`src/rtl/sbs_pkg.sv`:
```
// shared types and constants for the sphere brush signed distance block
// no dependencies

package sbs_pkg;

  localparam int RadW  = 23;
  localparam int VsW   = 16;
  localparam int StrW  = 16;
  localparam int SdfW  = 20;
  localparam int SumW  = 63;   // saturated squared distance, at most 2^62
  localparam int RootW = 32;   // floor square root of SumW bits
  localparam int BndW  = 25;   // radius + falloff + 2.0
  localparam int CfgIdxW = 3;

  typedef enum logic [CfgIdxW-1:0] {
    REG_CENTER_X   = 3'd0,
    REG_CENTER_Y   = 3'd1,
    REG_CENTER_Z   = 3'd2,
    REG_RADIUS     = 3'd3,
    REG_FALLOFF    = 3'd4,
    REG_VOXEL_SIZE = 3'd5,
    REG_STRENGTH   = 3'd6,
    REG_DIG_MODE   = 3'd7
  } cfg_reg_e;

  typedef struct packed {
    logic within_bounds;
    logic within_interior;
  } flags_t;

endpackage

```
`src/rtl/sbs_isqrt.sv`:
```
// pipelined floor square root, one result bit per stage
// depends on sbs_pkg

module sbs_isqrt import sbs_pkg::*; (
  input  logic             clk_i,
  input  logic             rst_ni,
  input  logic             en_i,
  input  logic             valid_i,
  input  logic [SumW-1:0]  sum_i,
  input  flags_t           flags_i,
  output logic             valid_o,
  output logic [RootW-1:0] root_o,
  output flags_t           flags_o
);

  logic [SumW:0]    rem_w  [RootW+1];
  logic [RootW-1:0] root_w [RootW+1];
  flags_t           flg_w  [RootW+1];
  logic             vld_w  [RootW+1];

  assign rem_w[0]  = (SumW+1)'(sum_i);
  assign root_w[0] = '0;
  assign flg_w[0]  = flags_i;
  assign vld_w[0]  = valid_i;

  for (genvar k = 0; k < RootW; k++) begin : g_stage
    localparam int Bit = RootW - 1 - k;
    logic [SumW:0]    trial;
    logic             ge;
    logic [SumW:0]    rem_q;
    logic [RootW-1:0] root_q;
    flags_t           flg_q;
    logic             vld_q;

    assign trial = ((SumW+1)'(root_w[k]) << (Bit + 1)) | ((SumW+1)'(1) << (2 * Bit));
    assign ge    = rem_w[k] >= trial;

    always_ff @(posedge clk_i or negedge rst_ni) begin
      if (!rst_ni) begin
        vld_q <= 1'b0;
      end else if (en_i) begin
        vld_q <= vld_w[k];
      end
    end

    always_ff @(posedge clk_i) begin
      if (en_i) begin
        rem_q  <= ge ? rem_w[k] - trial : rem_w[k];
        root_q <= ge ? (root_w[k] | (RootW'(1) << Bit)) : root_w[k];
        flg_q  <= flg_w[k];
      end
    end

    assign rem_w[k+1]  = rem_q;
    assign root_w[k+1] = root_q;
    assign flg_w[k+1]  = flg_q;
    assign vld_w[k+1]  = vld_q;
  end

  assign valid_o = vld_w[RootW];
  assign root_o  = root_w[RootW];
  assign flags_o = flg_w[RootW];

endmodule

```
`config.mk`:
```
export PLATFORM = sky130hd
export DESIGN_NAME = sbs_isqrt
export DESIGN_NICKNAME = d
export VERILOG_FILES = /design/src/rtl/sbs_pkg.sv /design/src/rtl/sbs_isqrt.sv
export SDC_FILE = /design/constraint.sdc
export NUM_CORES = 2
export LEC_CHECK = 0
export BUFFER_PORTS_ARGS = -buffer_cell sky130_fd_sc_hd__buf_2
export CAP_MARGIN = 20
export CORE_ASPECT_RATIO = 0.5
export CORE_UTILIZATION = 25
export DETAILED_ROUTE_END_ITERATION = 8
export SKIP_LAST_GASP = 1
export SYNTH_ARGS = -nofsm -noshare
export SYNTH_HDL_FRONTEND = slang
export SYNTH_SLANG_ARGS = --single-unit
export TNS_END_PERCENT = 50
```
`constraint.sdc`:
```
create_clock -name clk_i -period 5.4 [get_ports clk_i]
set_input_delay 0.54 -clock clk_i [delete_from_list [all_inputs] [get_ports clk_i]]
set_output_delay 0.54 -clock clk_i [all_outputs]
set_load 0.05 [all_outputs]
```
==> results.yml <==
floorplanning:
  row_count: 182
  die_w_um: 997
  die_height_um: 500
  die_area_um2: 498000
  start_util_pct: 25.1
  coreArea_um2: 492000
  ios: 104
power:
  cellLeakagePower_nw: 51.4
  power_density_nw_per_um2: 399
  combPwrFrac_pct: 20.9
  pwr-share-clk_pct: 30.2
  p_int_w: 0.0400
  swShare_pct: 28.9
  switching_power_w: 0.0163
  vdd.ir_drop.worst_mv: 0.263
  sequentialPowerShare_pct: 48.9
logic_synthesis:
  synth_simple_gate_area_share_pct: 12.0
  synthAdderAreaFrac_pct: 5.62
  synthTopCellsByArea: "edfxtp_1 62%, ha_1 5.6%, xor2_1 3.1%"
  syn_avg_cell_area_um2: 12.7
  ys_ff_latch: 2608
  muxShareOfSynthArea_pct: 0.874
  synth_cells: 9778
  synth-xor-area-share_pct: 6.15
  synth_top_family_by_area: "simple AND/OR/NAND/NOR gates"
  synthArstFlopShare_pct: 1.23
  synth_edf_count: 2576
  synth_top_area_cell: "edfxtp_1"
  synth_flop_cell: "edfxtp_1"
  ys_warn_count: 0
  synth.top_cell.area_share_pct: 62.5
  seq_area_frac_synth_pct: 63.1
  yosysUniqueCellTypes: 88
  synth_compound_area_share_pct: 9.49
  synth_area_um2: 124000
critical_path:
  cp_max_fo: 42
  cp-start-kind: "register"
  r2r_slack_ps: 950
  cp-endpoint: "g_stage[25].rem_q[19]"
  r2r_cells: 9
  worstPathRequired_ps: 6040
  worstPathCellList: "or4_1, or3b_2, or4b_1, a2111o_1, a2111oi_2, or2_1, inv_2, buf_4, mux2_2"
  arrival_ps: 5090
  r2r_end: "g_stage[25].rem_q[19]"
  setup.worst_path.end_class: "register"
  crit_type: "register to register"
  slowest_delay_ps: 600
  crit_start: "g_stage[24].rem_q[42]"
  crit_slowest_cell: "or4_1"
  r2r_start: "g_stage[24].rem_q[42]"
place:
  place_area_um2: 133000
  gp_congestion: 0.894
  io_buffers: 103
  hpwl_mm: 182
outcome:
  status: "complete, but fails checks"
  violations: "design-rule violations"
global_route:
  antenna_found_initial: 1
  grt_max_degree: 177
  grt_pass1_vias: 74500
  grt_overflow_total: 0
  grt_pass1_wl_mm: 397
  grt_usage_pct: 9.54
layout:
  multi_input_area_um2: 42300
  final_cell_mix: "2576 x edfxtp_1, 693 x inv_1, 648 x nor2_1"
  drive_above_1_share_pct: 6.75
  n_fill_cell: 49500
  final_cell_area_um2: 141000
  seqCellArea_um2: 78200
  fin_util_pct: 28.6
  nets: 10700
  final_common_cell: "edfxtp_1"
  synthToLayoutAreaGrowth_pct: 13.9
clock_tree:
  ctsResizeCount: 0
  htree_levels: 4
  clock-sinks: 2608
  cts-root-buf: "clkbuf_16"
  tritoncts: "done"
  clock_latency_ps: 920
  clk_pin_slew_ps: 70
  clockBufferDepth: 4
  cts_buffers: 226
sta:
  worstMarginPinSlew_ps: 1260
  final_max_slew_viol_count: 0
  rsz0062_at_grt: "no"
  fin_crit_sh_pct: 82.4
  period_needed_ps: 4450
  clock.fmax_mhz: 225
  setup_viol: 0
  slew_headroom_pct: 14.6
  finalHoldViolations: 0
  fin_skew_ps: 95.8
  tns_ps: 0
route:
  routed_wl_mm: 249
  dr.pass1.iters: 9
  drtIter0Drc: 5406
  wl_per_cell_um: 14.7
  drc_errors: 2
  vias_per_cell: 4.43
  vias: 74800
  postRouteAntennaNets: 0
hold_path:
  hold_path.class: "primary input to register"
run:
  drv_cap: 0
[timing repair]
action | in CTS | in global routing
endpoints found under the hold margin | 98 | 0
hold buffers | 67 | 0
buffers inserted | 0 | 0
[how the worst min path moves through the flow]
stage	from	end	slack [ps]	depth (start not counted)
2_1_floorplan	rst_ni	g_stage[0].vld_q	240	0
3_3_place_gp	flg_w[52]	flg_w[50]	400	0
3_5_place_dp	flg_w[24]	flg_w[22]	400	0
4_1_cts	en_i	g_stage[26].root_q[9]	150	1
5_1_grt	en_i	g_stage[26].root_q[9]	190	1
6_report	en_i	root_o[17]	270	2
[cell families (layout without fill, tap and decap cells)]
kind of cell             count (synthesis)  after routing
adder cells (fa/ha/maj)                556            556
flip-flops                            2608           2608
XOR/XNOR                               870            870
AND/OR/NAND/NOR                       2860           2860
other                                    1              5
multiplexers                            96             96
AO/OA/AOI/OAI                         1883           1883
buffers and inverters                  904           1371
[Yosys cell counts, drive strengths merged (28+ instances only)]
master,count
nor3,275
xor2,442
nor2b,69
clkbuf,176
a21o,269
o21a,102
a21oi,614
nor2,648
dfrtp,32
nand4,149
ha,556
and3,45
nand2,616
nand2b,99
nand3,167
nor4,326
mux2,88
or2,33
edfxtp,2576
xnor2,428
o211ai,42
or4,70
a21boi,31
inv,697
nand3b,33
buf,29
and2,41
o21bai,54
o21ai,428
a211oi,43
or3,97
nor3b,28
and4,43
nor4b,56
o31ai,46
a31oi,51
[layer usage]
metal  track usage [%]  part of all wire (%)  vias up
li1                  -                     -    37200
met1              12.5                    47    35100
met2              15.7                    45     1777
met3              1.56                   4.2      615
met4              3.99                   4.6        0
met5                 0                     0        -
[cell type report]
class	count	share of cell area (%)
Antenna cell	3	0.00533
Clock buffer	250	4.09
Clock inverter	177	1.34
Inverter	699	1.86
Multi-Input combinational cell	6267	30.0
Sequential cell	2608	55.4
Tap cell	6624	5.88
Timing Repair Buffer	245	1.37
[sequential cells by signal (all words and copies together) (netlist names)]
| signal | flops |
|---|---|
| g_stage.vld_q | 31 |
| flg_w | 62 |
| g_stage.rem_q | 1984 |
| g_stage.root_q | 496 |
| flags_o | 2 |
| valid_o | 1 |
| root_o | 32 |
[stage by stage]
stage	total power [W]	hold WS, ps	setup WS, ps	std cells
CTS	0.0568	148	981	16900
floorplan	0.0360	244	1550	9779
finish	0.0563	268	952	16900
detailed placement	0.0395	405	977	16400
global route	0.0592	189	751	16900
global placement	0.0393	400	344	16400
[power groups by stage]
stage                     clock network, W  registers, W  logic [W]
after floorplan                          0        0.0272    0.00879
after detailed placement                 0        0.0279     0.0116
final                               0.0170        0.0275     0.0118
after global routing                0.0183        0.0278     0.0131
after global placement                   0        0.0279     0.0114
after CTS                           0.0175        0.0275     0.0117
[critical path: cells and delay by family (launching register included)]
kind / cells / cell delay (ps)
AND/OR/NAND/NOR: 4 / 2160
AO/OA/AOI/OAI: 2 / 890
flip-flops: 1 / 440
buffers and inverters: 2 / 380
multiplexers: 1 / 330
(Power assumes the default switching activity.)
