==> src/rtl/sbs_pkg.sv <==
// shared types and constants for the sphere brush signed distance block
// no dependencies

package sbs_pkg;

  localparam int RadW  = 23;
  localparam int VsW   = 16;
  localparam int StrW  = 16;
  localparam int SdfW  = 20;
  localparam int SumW  = 63;   // saturated squared distance, at most 2^62
  localparam int RootW = 32;   // floor square root of SumW bits
  localparam int BndW  = 25;   // radius + falloff + 2.0
  localparam int CfgIdxW = 3;

  typedef enum logic [CfgIdxW-1:0] {
    REG_CENTER_X   = 3'd0,
    REG_CENTER_Y   = 3'd1,
    REG_CENTER_Z   = 3'd2,
    REG_RADIUS     = 3'd3,
    REG_FALLOFF    = 3'd4,
    REG_VOXEL_SIZE = 3'd5,
    REG_STRENGTH   = 3'd6,
    REG_DIG_MODE   = 3'd7
  } cfg_reg_e;

  typedef struct packed {
    logic within_bounds;
    logic within_interior;
  } flags_t;

endpackage

==> src/rtl/sbs_sqdist.sv <==
// squared distance stages: per-axis square, then saturating sum
// depends on sbs_pkg

module sbs_sqdist import sbs_pkg::*; #(
  parameter int COORD_WIDTH = 24
) (
  input  logic                          clk_i,
  input  logic                          rst_ni,
  input  logic                          en_i,
  input  logic                          valid_i,
  input  logic signed [COORD_WIDTH-1:0] px_i,
  input  logic signed [COORD_WIDTH-1:0] py_i,
  input  logic signed [COORD_WIDTH-1:0] pz_i,
  input  logic signed [COORD_WIDTH-1:0] cx_i,
  input  logic signed [COORD_WIDTH-1:0] cy_i,
  input  logic signed [COORD_WIDTH-1:0] cz_i,
  output logic                          valid_o,
  output logic [SumW-1:0]               sum_o
);

  localparam logic [SumW-1:0] SqCap = SumW'(1) << (SumW - 1);

  logic [SumW-1:0] sq_d [3];
  logic [SumW-1:0] sq_q [3];
  logic            v1_q;
  logic [SumW-1:0] sum_q;
  logic            v2_q;
  logic [SumW+1:0] tot;

  function automatic logic [SumW-1:0] sq_axis(logic signed [COORD_WIDTH-1:0] p,
                                               logic signed [COORD_WIDTH-1:0] c);
    logic signed [COORD_WIDTH:0] d;
    logic [COORD_WIDTH:0]        m;
    logic [32:0]                 m33;
    logic [30:0]                 mm;
    d   = (COORD_WIDTH+1)'(p) - (COORD_WIDTH+1)'(c);
    m   = d[COORD_WIDTH] ? (COORD_WIDTH+1)'(-d) : (COORD_WIDTH+1)'(d);
    m33 = 33'(m);
    mm  = m33[30:0];
    if (|m33[32:31]) begin
      return SqCap;
    end
    return SumW'({31'd0, mm} * {31'd0, mm});
  endfunction

  always_comb begin
    sq_d[0] = sq_axis(px_i, cx_i);
    sq_d[1] = sq_axis(py_i, cy_i);
    sq_d[2] = sq_axis(pz_i, cz_i);
  end

  assign tot = (SumW+2)'(sq_q[0]) + (SumW+2)'(sq_q[1]) + (SumW+2)'(sq_q[2]);

  always_ff @(posedge clk_i or negedge rst_ni) begin
    if (!rst_ni) begin
      v1_q <= 1'b0;
      v2_q <= 1'b0;
    end else if (en_i) begin
      v1_q <= valid_i;
      v2_q <= v1_q;
    end
  end

  always_ff @(posedge clk_i) begin
    if (en_i) begin
      sq_q  <= sq_d;
      sum_q <= (tot > (SumW+2)'(SqCap)) ? SqCap : tot[SumW-1:0];
    end
  end

  assign valid_o = v2_q;
  assign sum_o   = sum_q;

endmodule

==> config.mk <==
export PLATFORM = sky130hd
export DESIGN_NAME = sbs_sqdist
export DESIGN_NICKNAME = d
export VERILOG_FILES = /design/src/rtl/sbs_pkg.sv /design/src/rtl/sbs_sqdist.sv
export SDC_FILE = /design/constraint.sdc
export NUM_CORES = 2
export LEC_CHECK = 0
export ABC_AREA = 1
export BUFFER_PORTS_ARGS = -buffer_cell sky130_fd_sc_hd__buf_2
export CELL_PAD_IN_SITES_DETAIL_PLACEMENT = 0
export CELL_PAD_IN_SITES_GLOBAL_PLACEMENT = 1
export CORE_ASPECT_RATIO = 1.25
export CORE_MARGIN = 4
export CORE_UTILIZATION = 47
export DETAILED_ROUTE_END_ITERATION = 6
export PLACE_DENSITY = 0.83
export SETUP_SLACK_MARGIN = 0.1
export SLEW_MARGIN = 25
export SYNTH_ARGS = -nofsm -noshare
export SYNTH_HDL_FRONTEND = slang
export SYNTH_SLANG_ARGS = --single-unit
==> constraint.sdc <==
create_clock -name clk_i -period 4 [get_ports clk_i]
set_clock_uncertainty 0.1 [all_clocks]
set_input_delay 0.8 -clock clk_i [delete_from_list [all_inputs] [get_ports clk_i]]
set_output_delay 0.8 -clock clk_i [all_outputs]
set_load 0.01 [all_outputs]
==> results list <==
- Number of remaining DRC errors: 0
- Each instance of the synthesized netlist takes up on average approximately 8.4 µm².
- In this run the clock root is driven by a clkbuf_16.
- Worst relative slew slack: 0.4429
* Critical path fanouts, max: 4
* Area contributors post-synth: fa_1 (42%), inv_1 (12%), ha_1 (12%), edfxtp_1 (8.6%), nand2_1 (6.6%)
* Crit end category: flop
- Entering global routing, the biggest net connects 97 pins.
* Leading area contributor after synthesis: fa_1
- Of the synthesized area, sequential elements account for 0.08706.
- HP Class: primary input to flop
- The number of global-route vias before repair came to 67820.
- Dividing the final minimum period by the clock period gives 2.183.
* Most common flop cell mapped by yosys: edfxtp_1
- Worst reg2reg path startpoint: sq_q[129]$_DFFE_PP_
* Number of clock buffers inserted by TritonCTS: 20
- Share of synthesized registers carrying an async set or reset: 0.009950
- STA puts the critical path data arrival time at 9.00 ns.
- Synth Instances: 8219
- The synthesized design contains about 200 register bits.
- Clock tree from TritonCTS: yes
* Kind of critical path: primary input to flop
- The count of final hold-check violations is 0.
- The endpoint identified for the worst register-to-register timing path is sum_o[51]$_DFFE_PP_.
* Drt initial violations: ~3200
* Die Span X: around 350 µm
- H-tree level count: 1
- Clock transition time at the flip-flop clock pins of the worst setup and hold paths: approximately 0.070 ns
* Initial antenna violation count: 8
- The floorplan step defined a die boundary enclosing around 150000 µm².
- Run status: complete, but fails checks
- The floorplan step defined a core boundary enclosing 146300 µm².
- At the worst endpoint, the required time is between 4 and 5 ns.
- At the later pin of the worst-skew pair, clock insertion delay measures between 0.5 and 0.6 ns.
- Register-to-register setup slack: 0.08 ns
* Max-capacitance violation count: 0
* Initial cell density of the core: 0.4729
- Detailed placement ended at an HPWL of about 190 mm.
- The first detailed-routing pass ran for 6 iterations.
* Maximum clock rate: about 0.11 GHz
- Routability congestion estimate from global placement: between 0.9 and 1
* Worst min-delay path startpoint: valid_i
- In this run the cell area measured after placement is between 80000 and 90000 µm².
- Global-route usage over all layers: 0.2887
- Setup violations remaining at the end of the flow were counted as between 100 and 150.
- Dividing the detail-routed via count by the number of cells gives ~5.
- Top metal layer carrying routed signals: met5
* Post-detailed-route count of antenna-violating nets: 0
- The number of max-slew violations in the final report was 0.
- The final route contains between 60000 and 70000 vias.
- EDFF count, synth: around 200
- Metal3 WL: approximately 10 mm
- Mean routed wirelength per cell: ~18 µm
- Crit start category: primary input
- Master of the slowest instance on the critical path: fa_2
- Synth unique cells: 55
* Failing checks: setup timing
* Site row count: ~160
- On the worst path, the slowest cell contributes a delay of about 0.6 ns.
- Worst Hold Path Cells: 3
* RSZ-0062 raised after global routing: true
* Count leader, synth: inv_1
- Met1 Routed Length: 82.37 mm
- GR Overflow Total: 0
* Clock Path Buffers: 3
- The worst path in the final design needs a cycle of 8.732 ns, including I/O delays and setup.
- For the pin with the worst max-slew slack, the measured transition is between 0.8 and 0.9 ns.
- In the detailed route, the total length drawn on met2 is roughly 120 mm.
* Top post-synthesis cells by count: inv_1 (2304), fa_1 (1456), nand2_1 (1216), nor2_1 (883), ha_1 (661)
* Post-Syn Area: 69210 µm²
* Port Buf Inserts: 200
- In the final layout, the share of cells above drive strength 1 is 0.3640.
- The final layout contains 12620 nets.
- The worst register-to-register path has a depth of 14.
* Detailed Route WL: ~220 mm
- During I/O placement, the number of pins put on the boundary was roughly 210.
- The die is 437.0 µm tall.
- Slack of the critical path: -4.732 ns
* Share of the synthesized area in the top cell type: 0.4211
* Total non-filler cell area in the finished layout: around 98000 µm²
- Area added between synthesis and finish: 41.12%
- For this run, the number of Yosys warnings is 0.
* Wire length of the first global-routing pass: 348.5 mm
- Clock tree sinks: around 200
* Endpoint with the worst hold slack: v1_q$_DFFE_PN0P_
per-stage QoR:
stage | hold slack (ns) | setup WS, ns | instances | TNS [ns] | utilization
after global routing | 0.4044 | -5.009 | 12280 | -596.78 | 0.6674
after detailed placement | 0.4148 | -5.627 | 11930 | -660.24 | 0.5984
after floorplan | 0.3777 | -4.567 | 8282 | -510.24 | -
after global placement | 0.3951 | -5.419 | 11930 | -649.51 | 0.5984
after CTS | 0.3857 | -4.610 | 12140 | -545.98 | 0.6364
final | 0.4055 | -4.732 | 12280 | -559.13 | 0.6674
layout make-up:
cell class,instances,area (µm²)
Clock buffer,22,529.3
Antenna cell,2,5.005
Inverter,2350,9079
Sequential cell,201,6026
Tap cell,1908,2387
Timing Repair Buffer,2186,17880
Timing Repair inverter,1,8.758
Clock inverter,13,161.4
Fill cell,11450,48670
Multi-Input combinational cell,5598,61600
critical path: cells and delay by family:
family,cells,cell delay [ns]
buf+inv,14,1.26
simple gates,18,1.86
fa+ha+maj,11,4.69
compound gates,2,0.22
xor+xnor,1,0.16
per-layer routing:
metal  track usage  up-vias
met5             0        -
met4        0.1313        2
met3       0.02714      685
met2        0.5282     1728
met1        0.3414    30830
li1              -    28590
cell usage in the layout (no fill, tap or decap), types with 113 or more instances in the layout:
cell	instances
buf_4	1676
nand2_4	115
a21oi_1	209
nor2_2	192
buf_6	215
inv_2	191
ha_1	541
inv_1	2093
buf_2	193
nor2_1	582
nand3_1	144
ha_4	113
nor2_4	140
nand2_1	900
edfxtp_1	199
fa_1	1355
nand2_2	222
flip-flops by register name, summed over array words and instances, names as in the netlist:
| name | count |
|---|---|
| sq_q | 147 |
| sum_o | 52 |
| v1_q | 1 |
| valid_o | 1 |
cell families (layout without fill, tap and decap cells):
logic type	count (synthesis)	in the layout	share of synthesized area
and+or+nand+nor	2513	2516	0.1485
buffers and inverters	2486	4572	0.1387
adders and majority gates	2117	2117	0.5406
AOI/OAI and AO/OA	661	661	0.05340
xor gates and xnor gates	239	239	0.03165
DFF	201	201	0.08706
other	2	67	0.0001085
timing repair:
item / in CTS / in global routing
setup endpoints to repair: 142 / 151
endpoints found under the hold margin: 2 / 0
setup buffers: 187 / 154
resized for setup: 868 / 877
cloned: 6 / 1
pin swaps: 430 / 521
hold buffers: 1 / 0
worst max-delay path by stage:
stage | from | to | slack [ns] | cells after the start
after global placement | py_i[0] | sq_q[102]$_DFFE_PP_ | -5.42 | 43
after floorplan | py_i[0] | sq_q[110]$_DFFE_PP_ | -4.57 | 44
after CTS | py_i[0] | sq_q[110]$_DFFE_PP_ | -4.61 | 44
final | py_i[0] | sq_q[110]$_DFFE_PP_ | -4.73 | 46
after detailed placement | py_i[0] | sq_q[110]$_DFFE_PP_ | -5.63 | 44
after global routing | py_i[0] | sq_q[110]$_DFFE_PP_ | -5.01 | 44
Power is not shown: default switching activity piles up to over one toggle a cycle in this logic, so the estimate is an artifact.
