==> config.mk <==
export PLATFORM = sky130hd
export DESIGN_NAME = sbs_div
export DESIGN_NICKNAME = d
export VERILOG_FILES = /design/src/rtl/sbs_pkg.sv /design/src/rtl/sbs_div.sv
export SDC_FILE = /design/constraint.sdc
export NUM_CORES = 1
export LEC_CHECK = 0
export ABC_AREA = 1
export BUFFER_PORTS_ARGS = -buffer_cell sky130_fd_sc_hd__buf_2
export CAP_MARGIN = 20
export CORE_ASPECT_RATIO = 0.7
export CORE_MARGIN = 3
export CORE_UTILIZATION = 64
export DETAILED_ROUTE_END_ITERATION = 8
export GPL_TIMING_DRIVEN = 0
export PLACE_DENSITY = 0.81
export SYNTH_ARGS = -nofsm -noshare
export SYNTH_HDL_FRONTEND = slang
export SYNTH_SLANG_ARGS = --single-unit
==> constraint.sdc <==
create_clock -name clk_i -period 2.9 [get_ports clk_i]
set_input_delay 0.145 -clock clk_i [delete_from_list [all_inputs] [get_ports clk_i]]
set_output_delay 0.145 -clock clk_i [all_outputs]
set_load 0.02 [all_outputs]
==> src/rtl/sbs_pkg.sv <==
// shared types and constants for the sphere brush signed distance block
// no dependencies

package sbs_pkg;

  localparam int RadW  = 23;
  localparam int VsW   = 16;
  localparam int StrW  = 16;
  localparam int SdfW  = 20;
  localparam int SumW  = 63;   // saturated squared distance, at most 2^62
  localparam int RootW = 32;   // floor square root of SumW bits
  localparam int BndW  = 25;   // radius + falloff + 2.0
  localparam int CfgIdxW = 3;

  typedef enum logic [CfgIdxW-1:0] {
    REG_CENTER_X   = 3'd0,
    REG_CENTER_Y   = 3'd1,
    REG_CENTER_Z   = 3'd2,
    REG_RADIUS     = 3'd3,
    REG_FALLOFF    = 3'd4,
    REG_VOXEL_SIZE = 3'd5,
    REG_STRENGTH   = 3'd6,
    REG_DIG_MODE   = 3'd7
  } cfg_reg_e;

  typedef struct packed {
    logic within_bounds;
    logic within_interior;
  } flags_t;

endpackage

==> src/rtl/sbs_div.sv <==
// (radius - distance) / voxel size: setup stage, one quotient bit per stage,
// clamp stage; depends on sbs_pkg

module sbs_div import sbs_pkg::*; #(
  parameter int FRAC_BITS = 8
) (
  input  logic                 clk_i,
  input  logic                 rst_ni,
  input  logic                 en_i,
  input  logic                 valid_i,
  input  logic [RootW-1:0]     dist_i,
  input  logic [RadW-1:0]      radius_i,
  input  logic [VsW-1:0]       voxel_size_i,
  input  flags_t               flags_i,
  output logic                 valid_o,
  output logic [FRAC_BITS+2:0] mag_o,
  output logic                 neg_o,
  output flags_t               flags_o
);

  localparam int QW   = FRAC_BITS + 3;
  localparam int NW   = RootW + FRAC_BITS;
  localparam int DW   = VsW + QW;
  localparam logic [QW-1:0] Lim = QW'(5) << FRAC_BITS;

  // setup stage
  logic [RootW-1:0] diff;
  logic             neg_d;
  logic [NW-1:0]    num;
  logic [VsW-1:0]   vsn;
  logic             sat_d;

  assign neg_d = dist_i > RootW'(radius_i);
  assign diff  = neg_d ? dist_i - RootW'(radius_i) : RootW'(radius_i) - dist_i;
  assign num   = NW'(diff) << FRAC_BITS;
  assign vsn   = (voxel_size_i == '0) ? VsW'(1) : voxel_size_i;
  assign sat_d = num >= NW'(DW'(vsn) << QW);

  logic [NW-1:0]  rem_w [QW+1];
  logic [QW-1:0]  quo_w [QW+1];
  logic [VsW-1:0] vs_w  [QW+1];
  logic           neg_w [QW+1];
  logic           sat_w [QW+1];
  flags_t         flg_w [QW+1];
  logic           vld_w [QW+1];

  logic [NW-1:0]  rem0_q;
  logic [VsW-1:0] vs0_q;
  logic           neg0_q, sat0_q, vld0_q;
  flags_t         flg0_q;

  always_ff @(posedge clk_i or negedge rst_ni) begin
    if (!rst_ni) begin
      vld0_q <= 1'b0;
    end else if (en_i) begin
      vld0_q <= valid_i;
    end
  end

  always_ff @(posedge clk_i) begin
    if (en_i) begin
      rem0_q <= num;
      vs0_q  <= vsn;
      neg0_q <= neg_d;
      sat0_q <= sat_d;
      flg0_q <= flags_i;
    end
  end

  assign rem_w[0] = rem0_q;
  assign quo_w[0] = '0;
  assign vs_w[0]  = vs0_q;
  assign neg_w[0] = neg0_q;
  assign sat_w[0] = sat0_q;
  assign flg_w[0] = flg0_q;
  assign vld_w[0] = vld0_q;

  for (genvar k = 0; k < QW; k++) begin : g_stage
    localparam int Bit = QW - 1 - k;
    logic [NW-1:0]  sub;
    logic           ge;
    logic [NW-1:0]  rem_q;
    logic [QW-1:0]  quo_q;
    logic [VsW-1:0] vs_q;
    logic           neg_q, sat_q, vld_q;
    flags_t         flg_q;

    assign sub = NW'(vs_w[k]) << Bit;
    assign ge  = rem_w[k] >= sub;

    always_ff @(posedge clk_i or negedge rst_ni) begin
      if (!rst_ni) begin
        vld_q <= 1'b0;
      end else if (en_i) begin
        vld_q <= vld_w[k];
      end
    end

    always_ff @(posedge clk_i) begin
      if (en_i) begin
        rem_q <= ge ? rem_w[k] - sub : rem_w[k];
        quo_q <= ge ? (quo_w[k] | (QW'(1) << Bit)) : quo_w[k];
        vs_q  <= vs_w[k];
        neg_q <= neg_w[k];
        sat_q <= sat_w[k];
        flg_q <= flg_w[k];
      end
    end

    assign rem_w[k+1] = rem_q;
    assign quo_w[k+1] = quo_q;
    assign vs_w[k+1]  = vs_q;
    assign neg_w[k+1] = neg_q;
    assign sat_w[k+1] = sat_q;
    assign flg_w[k+1] = flg_q;
    assign vld_w[k+1] = vld_q;
  end

  // clamp stage
  logic [QW-1:0] mag_q;
  logic          neg_q, vld_q;
  flags_t        flg_q;

  always_ff @(posedge clk_i or negedge rst_ni) begin
    if (!rst_ni) begin
      vld_q <= 1'b0;
    end else if (en_i) begin
      vld_q <= vld_w[QW];
    end
  end

  always_ff @(posedge clk_i) begin
    if (en_i) begin
      mag_q <= (sat_w[QW] || (quo_w[QW] > Lim)) ? Lim : quo_w[QW];
      neg_q <= neg_w[QW];
      flg_q <= flg_w[QW];
    end
  end

  assign valid_o = vld_q;
  assign mag_o   = mag_q;
  assign neg_o   = neg_q;
  assign flags_o = flg_q;

endmodule

==> results.md <==
* Pre-antenna DRT Iters at 6
* Power Density at approximately 780 nW/um^2
* Wire length per cell at 21.1 um
* WL final at 131,000 um
* Die Wd at ~320 um
* Via count at 36,700
* Final RePlAce weighted congestion at 1.03
* CTS clk-pin slew, worst paths at 0.08 ns
* Rows at around 80
* 1st-iter DRT viols at roughly 5,300
* Worst-Margin Slew at 0.787 ns
* Final Hold Viols at 0
* Hold slack at ~0.032 ns
* Failing checks: negative setup slack
* Design area at between 40,000 and 50,000 sq um
* Top cells by area, synth: edfxtp_1 (48%), nand2_1 (8.9%), inv_1 (7.6%)
* Crit path DAT at roughly 3.6 ns
* Critical-path top delay cell: fa_2
* Max FO, Critical Path at 5
* Vias in the first global route at roughly 33,000
* Buffers & Inverters on Critical Path at 6
* Number of synthesized flops with an enable pin at 684
* CP peak stage delay at around 0.39 ns
* Worst slew margin at 46.8%
* GR Overflow Total at 0
* Top cell type's share of synthesized area at between 40% and 50%
* Initial antenna violation count at 10
* Clock root cell: clkbuf_16
* CTS max path bufs at 3
* I/O pin cnt at 92
* Yosys cell types at 64
* Final setup violation count at 10
* Count leader, synth: nand2_1
* Final Skew at ~0.022 ns
* Clk Latency, worst-skew pair at between 0.6 and 0.7 ns
* Max Clock Freq at between 0.3 and 0.4 GHz
* Syn avg cell area at approximately 8.6 sq um
* Commonest cells post-synth: nand2_1 (1,015), inv_1 (874), edfxtp_1 (684)
* HP Class: input pin to register
* Fillers at 4,674
* Warnings, synthesis at 0
* Initial Utilization at approximately two thirds
* PnR worst setup slack at -0.363 ns
* Synth area leader: edfxtp_1
* Synth Cell Area at ~43,000 sq um
* Crit path capture type: register
* DP Wirelength at just over 100,000 um
* Critical path class: input pin to register
* Final Max Slew Viols at 0
* Kind of launch point of the worst setup path: input pin
* Minimum clock period at 3.26 ns
* Post-placement cell count at 5,951
* CTS tree: yes
* Pin count of the biggest net entering global routing at 141
* Worst Path Required at around 3.2 ns
* PortBufs at roughly 90
* Post-DP Area at approximately 45,000 sq um
* RSZ-0062 raised after global routing: true
* Crit share post-route at 113%
* Sink Count at 697
* Layout Cells excl Fill at slightly above 6,000
* Worst path most repeated cell: nand2_2
* Static Leak at approximately 21 nW
* Core Area at 65,600 sq um
* Max VDD drop at about 0.00064 V
* Outcome: finished, violations left
* Area delta synth->final at 15.7%
* Layout cells sized above 1 at 12.5%
* Total power at around 39 mW
* CTS H-Tree Depth at 3
* CTS Buf Count at ~70
* Total Routing Usage GR at around 37%
* Nets at around 5,600
* Mapped Cells at 4,974
* Post-synth ARST share at roughly 1.9%
* Global-route wire length before repair at roughly 200,000 um
* Drt via density at between 5 and 6
* Post-route antenna net violation count at 0
* Post-synthesis sequential area ratio at around 49%
* Syn_nets at 5,300
* Die area at 70,400 sq um
* Synth Register Bits at roughly 700
* DRC at 0
* Post-synth top flop: edfxtp_1
* Kind of cell adding the most delay to the critical path: simple AND/OR/NAND/NOR gates
* MaxCap Viol Count at 0
* Die height at approximately 220 um
-- final cells by class --
cell class | instances | area [sq um] | share of cell area (%)
Timing Repair Buffer | 237 | 1890 | 3.81
Antenna cell | 1 | 2.50 | 0.00503
Sequential cell | 697 | 20900 | 41.9
Tap cell | 880 | 1100 | 2.21
Buffer | 65 | 472 | 0.948
Inverter | 888 | 3350 | 6.73
Multi-Input combinational cell | 3323 | 19900 | 39.9
Clock inverter | 40 | 454 | 0.913
Clock buffer | 83 | 1760 | 3.53
-- logic make-up (layout without fill, tap and decap cells) --
group	count (synthesis)	count (layout)	share of synthesized area [%]
compound gates	727	727	9.27
xor+xnor	293	293	5.99
fa+ha+maj	249	249	7.46
buf+inv	955	1313	8.56
flops	697	697	48.5
mux	1	1	0.0262
other cells	0	1	0
simple gates	2052	2053	20.2
-- per-stage QoR --
step | setup slack (ns) | utilization, % | TNS, ns
5_1_grt | -0.437 | 75.9 | -1.25
2_1_floorplan | -0.123 | - | -0.123
4_1_cts | -0.156 | 74.1 | -0.381
3_5_place_dp | -1.82 | 68.3 | -34.17
6_report | -0.363 | 75.9 | -0.620
3_3_place_gp | -8.58 | 68.0 | -5702.20
-- report_power, final --
part / switching, mW / leakage [nW] / internal (mW)
Clock: 4.05 / 1.06 / 4.95
Sequential: 1.82 / 6.77 / 13.6
Combinational: 9.04 / 13.0 / 5.21
-- flip-flops by register name, indices dropped and copies added (netlist names) --
signal,cells
g_stage.quo_q,66
g_stage.neg_q,11
g_stage.rem_q,348
g_stage.vs_q,160
flg_w,22
rem0_q,32
g_stage.vld_q,11
neg0_q,1
vs0_q,16
sat0_q,1
vld0_q,1
mag_o,11
valid_o,1
flags_o,2
neg_o,1
flg0_q,2
g_stage.sat_q,11
-- worst paths after layout --
kind / from / end / slack, ns / cells after the start
max in group asynchronous: rst_ni / g_stage[1].vld_q / 2.59 / 2
max: dist_i[0] / sat0_q / -0.36 / 25
min: en_i / g_stage[6].quo_q[7] / 0.03 / 2
max reg2reg: g_stage[2].rem_q[8] / g_stage[3].rem_q[23] / -0.06 / 13
min reg2reg: g_stage[8].quo_q[6] / g_stage[9].quo_q[6] / 0.41 / 0
min in group asynchronous: rst_ni / g_stage[8].vld_q / 0.07 / 2
-- placed cells by master (no fill, tap or decap), types with 132 or more instances in the layout --
cell type	n
edfxtp_1	684
inv_1	859
nand3_1	171
xnor2_1	140
nand2_1	990
ha_1	191
nor2_1	552
xor2_1	132
a21oi_1	264
o21ai_0	237
-- per-layer routing --
layer	up-vias	wire length, um	global-route usage, %
li1	17000	-	-
met1	17100	57100	58.3
met2	2333	49800	46.7
met3	216	21800	14.1
met4	14	2460	7.27
met5	-	89	0
-- timing repair --
item	4_1_cts	5_1_grt
hold buffers	22	0
gates resized for setup	192	167
hold endpoints to repair	86	0
setup buffers	58	69
pin swaps	51	51
endpoints found under the setup margin	153	291
gates cloned	1	2
Note: power is estimated with default switching activity, not from simulation.
